[src/rtl/temporal_pixel_accumulator_unit_assert.svh]
// assertion macros shared by the temporal pixel accumulator rtl
// expects signals named clock and reset in the module that uses them
`ifndef TEMPORAL_PIXEL_ACCUMULATOR_UNIT_ASSERT_SVH
`define TEMPORAL_PIXEL_ACCUMULATOR_UNIT_ASSERT_SVH

// same-cycle implication
`define TPA_ASSERT_IMP(label, ante, cons) \
   label: assert property (@(posedge clock) disable iff (reset) (ante) |-> (cons)) \
      else $error("temporal pixel accumulator assertion failed");

// next-cycle implication
`define TPA_ASSERT_NXT(label, ante, cons) \
   label: assert property (@(posedge clock) disable iff (reset) (ante) |=> (cons)) \
      else $error("temporal pixel accumulator assertion failed");

`endif

[src/rtl/tpa_pkg.sv]
// shared types, constants and register codes of the temporal pixel accumulator
// no dependencies
`timescale 1ns / 1ps

package tpa_pkg;

   localparam int HISTORY_DEFAULT     = 4;
   localparam int PIXEL_COUNT_DEFAULT = 65536;
   localparam int WEIGHT_SHIFT        = 16;
   localparam int CHAN_W              = 8;
   localparam int WEIGHT_W            = 16;
   localparam int MAX_LANES           = 4;
   localparam int INDEX_W             = 16;
   localparam int CSR_INDEX_W         = 2;
   localparam int CSR_DATA_W          = 64;
   localparam int REQ_TDATA_W         = 40;
   localparam int RSP_TDATA_W         = 24;

   localparam logic [CHAN_W-1:0]     CHAN_MAX             = 8'd255;
   localparam logic [CSR_DATA_W-1:0] STILL_WEIGHTS_RESET  = 64'h4000_4000_4000_4000;
   localparam logic [CSR_DATA_W-1:0] MOVING_WEIGHTS_RESET = 64'h0;

   typedef logic [CHAN_W-1:0] chan_type;

   typedef struct packed {
      chan_type red;
      chan_type green;
      chan_type blue;
   } rgb_type;

   typedef logic [MAX_LANES-1:0][WEIGHT_W-1:0] weight_set_type;

   typedef enum logic [CSR_INDEX_W-1:0] {
      CSR_BLEND_ENABLE   = 2'd0,
      CSR_STILL_WEIGHTS  = 2'd1,
      CSR_MOVING_WEIGHTS = 2'd2
   } csr_index_type;

endpackage

[src/rtl/tpa_blend.sv]
// weighted blend over the history slots: select, multiply, sum and saturate,
// or pass the colour through when blend is off; three pipeline stages; uses tpa_pkg
`timescale 1ns / 1ps

module tpa_blend
   import tpa_pkg::*;
#(
   parameter  int HISTORY = HISTORY_DEFAULT,
   localparam int SW      = $clog2(HISTORY)
) (
   input  logic                  clock,
   input  logic                  reset,
   input  weight_set_type        still_weights,
   input  weight_set_type        moving_weights,
   input  logic                  in_valid,
   output logic                  in_ready,
   input  rgb_type               in_color,
   input  logic [SW-1:0]         in_slot,
   input  logic                  in_blend,
   input  rgb_type [HISTORY-1:0] in_bank,
   output logic                  out_valid,
   input  logic                  out_ready,
   output rgb_type               out_color
);

   localparam int PROD_W = CHAN_W + WEIGHT_W;
   localparam int ACC_W  = PROD_W + $clog2(HISTORY) + 1;
   localparam int SH_W   = ACC_W - WEIGHT_SHIFT;
   localparam logic [ACC_W-1:0] ROUND = ACC_W'(1) << (WEIGHT_SHIFT - 1);

   typedef logic [HISTORY-1:0][PROD_W-1:0] prod_set_type;

   function automatic logic [SW-1:0] older_slot(input logic [SW-1:0] slot, input int j);
      logic [SW:0] s;
      s = (SW + 1)'(slot) + (SW + 1)'(HISTORY - j);
      if (s >= (SW + 1)'(HISTORY)) begin
         s = s - (SW + 1)'(HISTORY);
      end
      return s[SW-1:0];
   endfunction

   function automatic chan_type blend_sum(input prod_set_type p);
      logic [ACC_W-1:0] acc;
      logic [SH_W-1:0]  sh;
      acc = ROUND;
      for (int j = 0; j < HISTORY; j++) begin
         acc = acc + ACC_W'(p[j]);
      end
      sh = acc[ACC_W-1:WEIGHT_SHIFT];
      if (sh > SH_W'(CHAN_MAX)) begin
         return CHAN_MAX;
      end
      return sh[CHAN_W-1:0];
   endfunction

   // stage 4: colours and chosen weights
   logic                              v4_ff;
   rgb_type [HISTORY-1:0]             c4_ff;
   logic [HISTORY-1:0][WEIGHT_W-1:0]  w4_ff;
   logic                              b4_ff;

   // stage 5: products
   logic                              v5_ff;
   prod_set_type                      pr5_ff;
   prod_set_type                      pg5_ff;
   prod_set_type                      pb5_ff;
   rgb_type                           pc5_ff;
   logic                              b5_ff;

   // stage 6: result
   logic                              v6_ff;
   rgb_type                           o6_ff;

   logic                              ready4;
   logic                              ready5;
   logic                              ready6;
   logic                              same;
   weight_set_type                    w_sel;
   rgb_type [HISTORY-1:0]             c4_in;
   prod_set_type                      pr_in;
   prod_set_type                      pg_in;
   prod_set_type                      pb_in;
   rgb_type                           o6_in;

   assign ready6   = !v6_ff || out_ready;
   assign ready5   = !v5_ff || ready6;
   assign ready4   = !v4_ff || ready5;
   assign in_ready = ready4;

   assign same  = (in_bank[in_slot] == in_color);
   assign w_sel = same ? still_weights : moving_weights;

   for (genvar j = 0; j < HISTORY; j++) begin : g_lane
      if (j == 0) begin : g_newest
         assign c4_in[j] = in_color;
      end else begin : g_older
         assign c4_in[j] = in_bank[older_slot(in_slot, j)];
      end
      assign pr_in[j] = PROD_W'(c4_ff[j].red) * PROD_W'(w4_ff[j]);
      assign pg_in[j] = PROD_W'(c4_ff[j].green) * PROD_W'(w4_ff[j]);
      assign pb_in[j] = PROD_W'(c4_ff[j].blue) * PROD_W'(w4_ff[j]);
   end

   always_comb begin
      if (b5_ff) begin
         o6_in.red   = blend_sum(pr5_ff);
         o6_in.green = blend_sum(pg5_ff);
         o6_in.blue  = blend_sum(pb5_ff);
      end else begin
         o6_in = pc5_ff;
      end
   end

   always_ff @(posedge clock) begin
      if (reset) begin
         v4_ff <= 1'b0;
         v5_ff <= 1'b0;
         v6_ff <= 1'b0;
      end else begin
         if (ready4) begin
            v4_ff <= in_valid;
         end
         if (ready5) begin
            v5_ff <= v4_ff;
         end
         if (ready6) begin
            v6_ff <= v5_ff;
         end
      end
   end

   always_ff @(posedge clock) begin
      if (ready4 && in_valid) begin
         c4_ff <= c4_in;
         w4_ff <= w_sel[HISTORY-1:0];
         b4_ff <= in_blend;
      end
      if (ready5 && v4_ff) begin
         pr5_ff <= pr_in;
         pg5_ff <= pg_in;
         pb5_ff <= pb_in;
         pc5_ff <= c4_ff[0];
         b5_ff  <= b4_ff;
      end
      if (ready6 && v5_ff) begin
         o6_ff <= o6_in;
      end
   end

   assign out_valid = v6_ff;
   assign out_color = o6_ff;

endmodule

[config.mk]
export PLATFORM = sky130hd
export DESIGN_NAME = tpa_blend
export DESIGN_NICKNAME = d
export VERILOG_FILES = /design/src/rtl/temporal_pixel_accumulator_unit_assert.svh /design/src/rtl/tpa_pkg.sv /design/src/rtl/tpa_blend.sv
export SDC_FILE = /design/constraint.sdc
export NUM_CORES = 2
export LEC_CHECK = 0
export ABC_CLOCK_PERIOD_IN_PS = 51300
export BUFFER_PORTS_ARGS = -buffer_cell sky130_fd_sc_hd__clkbuf_2
export CAP_MARGIN = 40
export CORE_MARGIN = 1
export CORE_UTILIZATION = 60
export CTS_BUF_LIST = sky130_fd_sc_hd__clkbuf_4
export DETAILED_ROUTE_END_ITERATION = 8
export GPL_TIMING_DRIVEN = 0
export HOLD_SLACK_MARGIN = 0.15
export MAX_ROUTING_LAYER = met4
export PLACE_DENSITY = 0.78
export SYNTH_ARGS = -nofsm -noshare
export SYNTH_HDL_FRONTEND = slang
export SYNTH_SLANG_ARGS = --single-unit
[constraint.sdc]
create_clock -name clock -period 51.3 [get_ports clock]
set_input_delay 10.26 -clock clock [delete_from_list [all_inputs] [get_ports clock]]
set_output_delay 10.26 -clock clock [all_outputs]
set_load 0.1 [all_outputs]
==> results.py <==
metrics = {
    "run_status": {
        "status": "completed",
    },
    "floorplanning": {
        "die_w_um": 347.3,
        "ios": 281,
        "num_rows": 126,
        "die-area_sq_mm": 0.1206,
        "start_util": 0.6057,
        "die_y_um": 347.3,
        "core_sq_mm": 0.1181,
    },
    "timing": {
        "fmax_ghz": 0.04591,
        "finalCritPeriodShare": 0.4246,
        "skew_ns": 0.1126,
        "slew_headroom": 0.3603,
        "worst_pin_slew_ns": 0.9595,
        "drv_slew": 0,
        "fin_tns_setup_ns": 0,
        "finalCriticalPeriod_ns": 21.78,
        "rsz0062_at_grt": "no",
        "finalSetupViolCount": 0,
        "hold_violations": 0,
    },
    "clock_network": {
        "h-tree-depth": 4,
        "cts_inserted_buffers": 145,
        "cts_setup_buffers": 0,
        "clkSinkCount": 501,
        "clock_path_buffers": 3,
        "clkTransAtPathRegs_ns": 0.06,
        "cts_resized": 0,
        "clk-insertion-delay-late_ns": 1.15,
        "cts-root-buf": "clkbuf_4",
        "ctsHoldBuffers": 0,
        "cts_tree": "done",
    },
    "drt": {
        "ant_nets": 0,
        "dr.pass1.iters": 5,
        "drt-total-wl_um": 217100,
        "viasPerCell": 5.829,
        "routed_wire_length_per_instance_um": 23.99,
        "drt-initial-drc-count": 4455,
        "drc": 0,
        "vias": 52739,
    },
    "synth": {
        "yosys_warnings": 0,
        "syn-cell-area_sq_mm": 0.07152,
        "synth_cells": 6906,
        "seq_area_frac_synth": 0.2099,
        "ys_ff_latch": 501,
        "synth_edf_count": 498,
        "synth_cell_type_count": 76,
        "synth_area_leaders": "fa_1 32%, edfxtp_1 21%, ha_1 12%, inv_1 6.8%, and2_1 6.3%",
        "yosys.area.top_type": "fa_1",
        "avgSynthCellArea_sq_um": 10.36,
        "async_reset_ff_frac": 0,
        "synth_top_area_share": 0.3216,
        "syn_nets": 8973,
        "synth_top_flop_cell": "edfxtp_1",
    },
    "global_routing": {
        "grt_pass1_vias": 54485,
        "grt_first_pass_wirelength_um": 328500,
        "grt_max_degree": 29,
        "groute.usage.overall": 0.3832,
        "grt_antenna_before_repair": 21,
        "grt_overflow": 0,
    },
    "critical_path": {
        "cp_common_cell": "clkbuf_2",
        "end_kind": "output port",
        "critPathLaunchType": "input pin",
        "required_ns": 41.04,
        "slowest_delay_ns": 0.57,
        "crit_path_cell_trace": "clkbuf_2 -> nor2b_1 -> nand3_1 -> clkbuf_2",
        "regToRegSetupSlack_ns": 44.69,
        "criticalPathCategory": "in2out",
        "path_max_fanout": 6,
        "critPathArrivalTime_ns": 11.52,
        "slowest_stage": "nor2b_1",
    },
    "finish": {
        "fin_nets": 9440,
        "syn_to_final_growth_pct": 8.681,
        "post-route-util": 0.6583,
        "stdcell_count": 9047,
        "drive_gt1_frac": 0.09909,
        "final_cell_mix": "1301 x inv_1, 1149 x fa_1, 896 x nand2_1, 716 x and2_1, 663 x ha_1",
        "final_common_cell": "inv_1",
    },
    "place": {
        "hpwl_um": 182200,
        "gp_congestion": 1.000,
        "portBuffers": 278,
        "dpl.cell_count": 8761,
    },
    "job": {
        "drv_cap": 0,
    },
    "hold_path": {
        "worstHoldPathType": "reg2reg",
    },
}
[area by class of cell]
cell class	instances	area (sq um)
repair buffers	320	2207
fillers	9379	40350
clock inverters	70	546.8
diodes	23	57.56
multi-input cells	4847	50620
well taps	1536	1922
clock buffers	192	1441
plain buffers	257	1033
inverters	1301	4883
flip-flops and latches	501	15010
[cell families after synthesis]
family                     Yosys count  share of synthesized area
and+or+nand+nor                   2027                     0.1396
adders and majority gates         1812                     0.4376
buffers and inverters             1558                    0.08273
AOI/OAI and AO/OA                  599                    0.05617
DFF                                501                     0.2099
xor gates and xnor gates           248                    0.03037
muxes                              161                    0.04360
[registers in the layout, summed over array words and instances (netlist names), 24 cells and up]
name	count
c4_ff	96
pb5_ff	96
pg5_ff	96
pr5_ff	96
w4_ff	64
out_color	24
pc5_ff	24
[cells in the mapped netlist, types with 33 or more instances]
cell type     n
nor2b_1      36
mux2_4       60
ha_1        663
and2_1      716
xor2_1       50
edfxtp_1    498
fa_1       1149
o21a_1       54
a21oi_1     151
nor3_1       50
inv_1      1301
a21o_1       64
nor2_1      154
clkbuf_1    238
nand2_1     896
o21ai_0     104
mux4_2       96
a211oi_1     33
xnor2_1     198
nand3_1      45
[worst paths after layout]
| kind | cells past startpoint | endpoint | start |
|---|---|---|---|
| max | 4 | in_ready | out_ready |
| min | 0 | b5_ff | b4_ff |
| max reg2reg | 17 | pr5_ff[23] | c4_ff[19] |
| min reg2reg | 0 | b5_ff | b4_ff |
[stage by stage]
stage	hold slack, ns	instance area [sq um]	setup WS (ns)
after detailed placement	0.4140	75670	29.52
after floorplan	0.4003	71520	16.98
after global placement	0.4076	74830	5.959
after global routing	0.4433	77710	29.45
after CTS	0.4257	77660	29.52
final	0.4240	77730	29.52
[layer usage]
layer,up-vias,part of all wire,track usage
met5,-,0,-
met4,0,0.067,0.2145
met3,543,0.10,0.09402
met2,2571,0.45,0.5717
met1,26638,0.38,0.4799
li1,22987,-,-
[worst max-delay path: cells and delay by family]
family | cells | cell delay (ns)
simple gates | 2 | 0.77
buf+inv | 2 | 0.49
Power is left out: the tool's default activity adds up to more than one toggle a clock period on the data nets, which glitch-free logic cannot reach.
