**config.mk**
```make
export PLATFORM = sky130hd
export DESIGN_NAME = tpa_index
export DESIGN_NICKNAME = d
export VERILOG_FILES = /design/src/rtl/temporal_pixel_accumulator_unit_assert.svh /design/src/rtl/tpa_pkg.sv /design/src/rtl/tpa_index.sv
export SDC_FILE = /design/constraint.sdc
export NUM_CORES = 1
export LEC_CHECK = 0
export ABC_CLOCK_PERIOD_IN_PS = 3750
export BUFFER_PORTS_ARGS = -buffer_cell sky130_fd_sc_hd__buf_2
export CAP_MARGIN = 30
export CORE_MARGIN = 2
export CORE_UTILIZATION = 55
export CTS_BUF_LIST = sky130_fd_sc_hd__clkbuf_4
export DETAILED_ROUTE_END_ITERATION = 8
export GPL_TIMING_DRIVEN = 0
export HOLD_SLACK_MARGIN = 0.12
export PLACE_DENSITY_LB_ADDON = 0.12
export RECOVER_POWER = 25
export SLEW_MARGIN = 20
export SYNTH_ARGS = -nofsm -noshare
export SYNTH_HDL_FRONTEND = slang
export SYNTH_SLANG_ARGS = --single-unit
export TNS_END_PERCENT = 100
```
**constraint.sdc**
```tcl
create_clock -name clock -period 3.75 [get_ports clock]
set_input_delay 0.75 -clock clock [delete_from_list [all_inputs] [get_ports clock]]
set_output_delay 0.75 -clock clock [all_outputs]
set_load 0.05 [all_outputs]
```
**src/rtl/temporal_pixel_accumulator_unit_assert.svh**
```systemverilog
// assertion macros shared by the temporal pixel accumulator rtl
// expects signals named clock and reset in the module that uses them
`ifndef TEMPORAL_PIXEL_ACCUMULATOR_UNIT_ASSERT_SVH
`define TEMPORAL_PIXEL_ACCUMULATOR_UNIT_ASSERT_SVH

// same-cycle implication
`define TPA_ASSERT_IMP(label, ante, cons) \
   label: assert property (@(posedge clock) disable iff (reset) (ante) |-> (cons)) \
      else $error("temporal pixel accumulator assertion failed");

// next-cycle implication
`define TPA_ASSERT_NXT(label, ante, cons) \
   label: assert property (@(posedge clock) disable iff (reset) (ante) |=> (cons)) \
      else $error("temporal pixel accumulator assertion failed");

`endif

```
**src/rtl/tpa_pkg.sv**
```systemverilog
// shared types, constants and register codes of the temporal pixel accumulator
// no dependencies
`timescale 1ns / 1ps

package tpa_pkg;

   localparam int HISTORY_DEFAULT     = 4;
   localparam int PIXEL_COUNT_DEFAULT = 65536;
   localparam int WEIGHT_SHIFT        = 16;
   localparam int CHAN_W              = 8;
   localparam int WEIGHT_W            = 16;
   localparam int MAX_LANES           = 4;
   localparam int INDEX_W             = 16;
   localparam int CSR_INDEX_W         = 2;
   localparam int CSR_DATA_W          = 64;
   localparam int REQ_TDATA_W         = 40;
   localparam int RSP_TDATA_W         = 24;

   localparam logic [CHAN_W-1:0]     CHAN_MAX             = 8'd255;
   localparam logic [CSR_DATA_W-1:0] STILL_WEIGHTS_RESET  = 64'h4000_4000_4000_4000;
   localparam logic [CSR_DATA_W-1:0] MOVING_WEIGHTS_RESET = 64'h0;

   typedef logic [CHAN_W-1:0] chan_type;

   typedef struct packed {
      chan_type red;
      chan_type green;
      chan_type blue;
   } rgb_type;

   typedef logic [MAX_LANES-1:0][WEIGHT_W-1:0] weight_set_type;

   typedef enum logic [CSR_INDEX_W-1:0] {
      CSR_BLEND_ENABLE   = 2'd0,
      CSR_STILL_WEIGHTS  = 2'd1,
      CSR_MOVING_WEIGHTS = 2'd2
   } csr_index_type;

endpackage

```
**src/rtl/tpa_index.sv**
```systemverilog
// two pipeline stages that fold the pixel index into the frame size
// reciprocal multiply then one correcting subtract; uses tpa_pkg
`timescale 1ns / 1ps

module tpa_index
   import tpa_pkg::*;
#(
   parameter  int HISTORY     = HISTORY_DEFAULT,
   parameter  int PIXEL_COUNT = PIXEL_COUNT_DEFAULT,
   localparam int SW          = $clog2(HISTORY),
   localparam int AW          = (PIXEL_COUNT > 1) ? $clog2(PIXEL_COUNT) : 1
) (
   input  logic               clock,
   input  logic               reset,
   input  logic               in_valid,
   output logic               in_ready,
   input  logic [INDEX_W-1:0] in_index,
   input  rgb_type            in_color,
   input  logic [SW-1:0]      in_slot,
   input  logic               in_blend,
   output logic               out_valid,
   input  logic               out_ready,
   output logic [AW-1:0]      out_pix,
   output rgb_type            out_color,
   output logic [SW-1:0]      out_slot,
   output logic               out_blend
);

   localparam int             CW    = ((AW > INDEX_W) ? AW : INDEX_W) + 1;
   localparam logic [32:0]    RECIP = 33'((64'd1 << 32) / PIXEL_COUNT);

   // stage 1: approximate quotient
   logic                 v1_ff;
   logic [INDEX_W-1:0]   x1_ff;
   logic [INDEX_W-1:0]   q1_ff;
   rgb_type              c1_ff;
   logic [SW-1:0]        s1_ff;
   logic                 b1_ff;

   // stage 2: folded index
   logic                 v2_ff;
   logic [AW-1:0]        p2_ff;
   rgb_type              c2_ff;
   logic [SW-1:0]        s2_ff;
   logic                 b2_ff;

   logic                 ready1;
   logic                 ready2;
   logic [INDEX_W+32:0]  q_prod;
   logic [INDEX_W-1:0]   q_in;
   logic [INDEX_W+CW-1:0] qn_prod;
   logic [INDEX_W-1:0]   rem;
   logic [CW-1:0]        rem_w;
   logic [CW-1:0]        fix;
   logic [AW-1:0]        pix_in;

   assign ready2   = !v2_ff || out_ready;
   assign ready1   = !v1_ff || ready2;
   assign in_ready = ready1;

   assign q_prod = (INDEX_W + 33)'(in_index) * (INDEX_W + 33)'(RECIP);
   assign q_in   = q_prod[INDEX_W+31:32];

   assign qn_prod = (INDEX_W + CW)'(q1_ff) * (INDEX_W + CW)'(PIXEL_COUNT);
   assign rem     = x1_ff - qn_prod[INDEX_W-1:0];
   assign rem_w   = CW'(rem);
   assign fix     = (rem_w >= CW'(PIXEL_COUNT)) ? rem_w - CW'(PIXEL_COUNT) : rem_w;
   assign pix_in  = fix[AW-1:0];

   always_ff @(posedge clock) begin
      if (reset) begin
         v1_ff <= 1'b0;
         v2_ff <= 1'b0;
      end else begin
         if (ready1) begin
            v1_ff <= in_valid;
         end
         if (ready2) begin
            v2_ff <= v1_ff;
         end
      end
   end

   always_ff @(posedge clock) begin
      if (ready1 && in_valid) begin
         x1_ff <= in_index;
         q1_ff <= q_in;
         c1_ff <= in_color;
         s1_ff <= in_slot;
         b1_ff <= in_blend;
      end
      if (ready2 && v1_ff) begin
         p2_ff <= pix_in;
         c2_ff <= c1_ff;
         s2_ff <= s1_ff;
         b2_ff <= b1_ff;
      end
   end

   assign out_valid = v2_ff;
   assign out_pix   = p2_ff;
   assign out_color = c2_ff;
   assign out_slot  = s2_ff;
   assign out_blend = b2_ff;

endmodule

```
==> qor.yml, run 1 <==
root_buffer: "clkbuf_4"
slowest_delay_ns: 0.22
final_net_count: 246
cpMaxStageDelayCell: "buf_2"
core_sq_um: 4723
drtAntennaViolNets: 0
synth.top_cell.area_share_pct: 96.13
pre_cts_slack_ns: 1.575
worst_slack_ns: 1.770
die_h_microns: 73.89
cp_common_cell: "buf_2"
timing.max_cap.violations: 0
tightest_slew_ns: 0.5564
fp-row-count: 25
clk_pin_slew_worst_paths_ns: 0.13
synth_top_cell_by_area: "edfxtp_1"
grt_max_degree: 44
clock_sinks: 88
wire_per_inst_microns: 14.41
stdcell_area_sq_um: 3383
syn-num-nets: 143
drive_gt1_share_pct: 54.41
antenna_found_initial: 0
n_antenna_cell: 0
vias_per_cell: 4.568
firstDrtPassIters: 4
vdd_drop_max_mv: 0.3294
synth_area_leaders: "edfxtp_1 96%, dfxtp_1 1.5%, nand3b_4 0.75%"
status: "finished clean"
required_ns: 3.00
power_switching_w: 0.0004159
syn_area_sq_um: 2686
endpoint_kind: "output port"
leakagePower_nw: 1.317
hold_buffers: 0
power_frac_seq_pct: 64.2
rsz0062_at_grt: "no"
cts_tree: "built"
crit_fanout: 3
cts_max_level: 3
cp_cell_sequence: "buf_2 -> nand3b_4 -> buf_2"
stdcell_count: 271
setup_viol_count_final: 0
fin_crit_ns: 1.980
grt_pass1_vias: 1221
io_pins: 92
drv_slew: 0
finalWeightedCongestion: 0.6641
skew_ns: 0.01813
drc: 0
dieArea_sq_um: 5459
internal-power_w: 0.001376
clock_latency_ns: 0.40
yosysWarnings: 0
setup_tns_ns: 0
dp_hpwl_mm: 2.618
synth_seq_cells: 88
ys_seq_area_share_pct: 97.62
comb_power_share_pct: 8.2
max_freq_mhz: 505.1
syn_to_final_growth_pct: 25.94
worstPathArrival_ns: 1.23
critical_path_class: "in2out"
powerDensity_nw_per_um2: 529.6
vias: 1238
synthCells: 96
postCtsSetupBuffers: 0
synth_cell_types: 9
hp-class: "reg2reg"
critPathLaunchType: "primary input"
timing.final.hold_violations: 0
post_cts_resized: 0
post_dp_cell_area_sq_um: 3226
avgSynthCellArea_sq_um: 27.98
clkPwrFrac_pct: 27.6
overflow: 0
track_usage_pct: 15.51
crit_family: "buffers and inverters"
initial_core_util_pct: 56.87
io_buffers: 91
placed_cells: 254
path_buf_inv: 2
numCtsBuffers: 9
drt_wl_total_mm: 3.904
period_share_pct: 52.80
sw_frac_of_total_pct: 23.21
grt_pass1_wl_mm: 5.699
slew_headroom_pct: 62.90
clockBufferDepth: 2
drtIter0Drc: 100
die_w_microns: 73.89
==> cells by family after synthesis <==
kind of cell | share of synthesized area, %
AO/OA/AOI/OAI | 0.5122
AND/OR/NAND/NOR | 1.584
buffers and inverters | 0.2796
flip-flops | 97.62
==> power groups by stage <==
| stage | logic, W | registers [W] | clock network, W |
|---|---|---|---|
| 2_1_floorplan | 0.0000185 | 0.00125 | 0 |
| 3_3_place_gp | 0.000143 | 0.00117 | 0 |
| 3_5_place_dp | 0.000146 | 0.00117 | 0 |
| 4_1_cts | 0.000146 | 0.00115 | 0.000513 |
| 5_1_grt | 0.000156 | 0.00116 | 0.000553 |
| 6_report | 0.000147 | 0.00115 | 0.000494 |
==> per-stage QoR <==
step                      power [W]  hold WS [ns]  utilization [%]
after floorplan            0.001266        0.4003                -
after global placement     0.001314        0.4002            68.29
after detailed placement   0.001321        0.4045            68.29
after CTS                  0.001811        0.4320            71.21
after global routing       0.001865        0.4392            71.63
final                      0.001792        0.4237            71.63
==> cells in the mapped netlist <==
cell type and number:
a21oi_1 1, a21oi_2 1, and2_2 1, and2_4 1, dfxtp_1 2, edfxtp_1 86, inv_1 2, nand2b_1 1
nand3b_4 1
==> layout make-up <==
type	instances	area, sq um
multi-input combinational	6	56.30
inverter	2	7.507
tap	67	83.83
timing repair buffer	92	475.5
clock inverter	7	70.07
fill	325	1340
sequential	88	2623
clock buffer	9	67.56
==> flip-flops by register name (all words and copies together) (netlist names), 2 cells and up <==
signal / count
c1_ff: 24
x1_ff: 16
out_pix: 16
out_color: 24
out_slot: 2
s1_ff: 2
==> routing by layer <==
metal  vias to the layer above  routed length, microns  GRT usage, %  part of all wire [%]
li1                        588                       -             -                     -
met1                       577                    1497         18.23                    38
met2                        65                    1961         23.41                    50
met3                         8                     358         6.447                   9.2
met4                         0                      87         10.30                   2.2
met5                         -                       0             0                     0
==> cells in the final DEF (no fill, tap or decap) <==
cell         n
buf_12       1
nand3b_4     1
clkinvlp_4   3
dfxtp_1      2
nand2b_1     1
a21oi_2      1
a21oi_1      1
edfxtp_1    86
buf_2       91
clkbuf_4     9
inv_6        1
clkinv_2     1
bufinv_16    1
clkinv_1     1
and2_4       1
inv_1        2
and2_2       1
==> final timing paths <==
| check | from | end | slack, ns | depth (start not counted) |
|---|---|---|---|---|
| hold / removal | s1_ff[1]$_DFFE_PP_ | out_slot[1]$_DFFE_PP_ | 0.42 | 0 |
| hold reg to reg | s1_ff[1]$_DFFE_PP_ | out_slot[1]$_DFFE_PP_ | 0.42 | 0 |
| setup reg to reg | v1_ff$_SDFFE_PP0P_ | s1_ff[1]$_DFFE_PP_ | 2.42 | 2 |
| setup / recovery | out_ready | in_ready | 1.77 | 3 |
(Power assumes the default switching activity.)
==> inputs of run 2 (changes only) <==
- ABC_AREA: not set -> 1
- ABC_CLOCK_PERIOD_IN_PS: 3750 -> 2000
- CORE_UTILIZATION: 55 -> 51
- clock period: 3.75 -> 2 ns (I/O delays scaled with it)
==> run 2 against run 1 <==
Effect of this change: global-route usage fell by 1.3 points; via count rose by 1.4%; area after synthesis fell by 0.47%; cell count rose by 2.2%; total power rose by 86%; worst hold slack got worse by 0.26 ns; setup slack got worse by 1.3 ns; wire length rose by 0.28%; critical endpoint is now out_pix[13]$_DFFE_PP_; largest cell class unchanged; largest power group unchanged.
==> qor.yml, run 2 <==
timing.final.hold_violations: 0
ys_seq_area_share_pct: 98.08
crit_family: "compound AO/OA/AOI/OAI gates"
fin_crit_ns: 1.558
grt_pass1_wl_mm: 5.975
pre_cts_slack_ns: -0.1357
grt_pass1_vias: 1261
syn_to_final_growth_pct: 27.37
r2r_cells: 3
finalWeightedCongestion: 0.6513
wire_per_inst_microns: 14.13
synth_top_cell_by_area: "edfxtp_1"
drive_gt1_share_pct: 53.14
cp_cell_sequence: "inv_1 -> a21oi_4 -> buf_16"
r2r_start: "v1_ff$_SDFFE_PP0P_"
overflow: 0
crit_end: "out_pix[13]$_DFFE_PP_"
drtIter0Drc: 53
required_ns: 2.11
io_pins: 92
drv_slew: 0
syn_area_sq_um: 2674
grt_max_degree: 44
hold_buffers: 0
synth_ff_type: "edfxtp_1"
dieArea_sq_um: 5838
worstPathArrival_ns: 1.67
drt_wl_total_mm: 3.915
leakagePower_nw: 1.314
drtAntennaViolNets: 0
root_buffer: "clkbuf_4"
synth_seq_cells: 88
synth.top_cell.area_share_pct: 96.58
slew_headroom_pct: 53.21
synth_edf_count: 86
total_power_w: 0.003330
core_sq_um: 5075
fp-row-count: 26
slowest_delay_ns: 0.55
hp-class: "in2reg"
endpoint_kind: "register"
firstDrtPassIters: 6
drc: 0
critPathLaunchType: "register"
cts_max_level: 3
path_depth: 3
r2r_slack_ns: 0.44
critical_path_class: "reg2reg"
rr_endpoint: "out_pix[13]$_DFFE_PP_"
final_net_count: 249
vias: 1255
synth_cell_types: 7
clk_pin_slew_worst_paths_ns: 0.11
clock_latency_ns: 0.39
skew_ns: 0.006313
setup_viol_count_final: 0
die_h_microns: 76.41
yosysWarnings: 0
period_share_pct: 77.89
status: "finished clean"
avgSynthCellArea_sq_um: 27.28
synth_most_common_cell: "edfxtp_1"
critical_path.startpoint: "v1_ff$_SDFFE_PP0P_"
postCtsSetupBuffers: 0
n_antenna_cell: 0
die_w_microns: 76.41
rsz0062_at_grt: "no"
post_cts_resized: 0
antenna_found_initial: 0
cpMaxStageDelayCell: "a21oi_4"
crit_fanout: 25
tightest_slew_ns: 0.7003
clock_sinks: 88
numCtsBuffers: 9
cts_tree: "built"
path_buf_inv: 2
synthCells: 98
async_reset_ff_share_pct: 0
io_buffers: 91
initial_core_util_pct: 52.69
worst_slack_ns: 0.4422
synthTopCellsByCount: "86 x edfxtp_1, 4 x inv_1, 2 x a21oi_1, 2 x dfxtp_1, 2 x nand2_1"
powerDensity_nw_per_um2: 977.7
vdd_drop_max_mv: 0.5936
clockBufferDepth: 2
layout_commonest_cell: "buf_2"
vias_per_cell: 4.531
synth_area_leaders: "edfxtp_1 97%, dfxtp_1 1.5%, inv_1 0.56%"
track_usage_pct: 14.20
mostFrequentLayoutCells: "91 x buf_2, 86 x edfxtp_1, 10 x clkbuf_4, 4 x clkinv_1, 3 x inv_1"
max_freq_mhz: 641.9
timing.max_cap.violations: 0
syn-num-nets: 145
[run 2: cell type report]
type / instances / area, sq um
clock buffers: 10 / 75.07
repair buffers: 93 / 503.0
multi-input cells: 6 / 47.55
fillers: 373 / 1669
clock inverters: 6 / 50.05
inverters: 4 / 18.77
well taps: 70 / 87.58
flip-flops and latches: 88 / 2624
[run 2: metrics by stage]
step	std cells	hold slack (ns)	TNS (ns)	utilization, %	cell area (sq um)
floorplan	98	0.4003	-10.36	-	2683
global placement	259	0.4005	-29.45	63.56	3226
detailed placement	260	0.4045	-5.769	64.25	3261
CTS	276	0.1300	0	66.72	3386
global route	277	0.1262	0	67.11	3406
finish	277	0.1669	0	67.11	3406
[run 2: worst min-delay path by stage]
stage | startpoint | end | slack (ns) | cells past startpoint
floorplan | b1_ff$_DFFE_PP_ | out_blend$_DFFE_PP_ | 0.40 | 0
global placement | c1_ff[9]$_DFFE_PP_ | out_color[9]$_DFFE_PP_ | 0.40 | 0
detailed placement | c1_ff[4]$_DFFE_PP_ | out_color[4]$_DFFE_PP_ | 0.40 | 0
CTS | reset | out_valid$_SDFFE_PP0P_ | 0.13 | 2
global route | in_color[1] | c1_ff[1]$_DFFE_PP_ | 0.13 | 1
finish | reset | v1_ff$_SDFFE_PP0P_ | 0.17 | 2
[run 2: report_power, final]
group | internal, W | total, W | switching [W]
Clock | 0.000379 | 0.000887 | 0.000508
Combinational | 0.0000717 | 0.000286 | 0.000214
Sequential | 0.00213 | 0.00216 | 0.0000233
[run 2: cells by family (layout without fill, tap and decap cells)]
family / count (synthesis) / after routing / synth area share, %
buffers and inverters: 4 / 113 / 0.5614
flip-flops: 88 / 88 / 98.08
AND/OR/NAND/NOR: 3 / 3 / 0.6552
AO/OA/AOI/OAI: 3 / 3 / 0.7020
[run 2: per-layer routing]
layer	share of wire [%]	track usage [%]	vias to the layer above
met2	49	22.12	64
met3	11	6.517	11
li1	-	-	597
met5	0	0	-
met1	37	15.74	583
met4	2.8	9.273	0
[run 2: worst register-to-register path: cells and delay by family (launching register included)]
kind,cells,cell delay [ns]
AOI/OAI and AO/OA,1,0.55
DFF,1,0.37
buffers and inverters,2,0.35
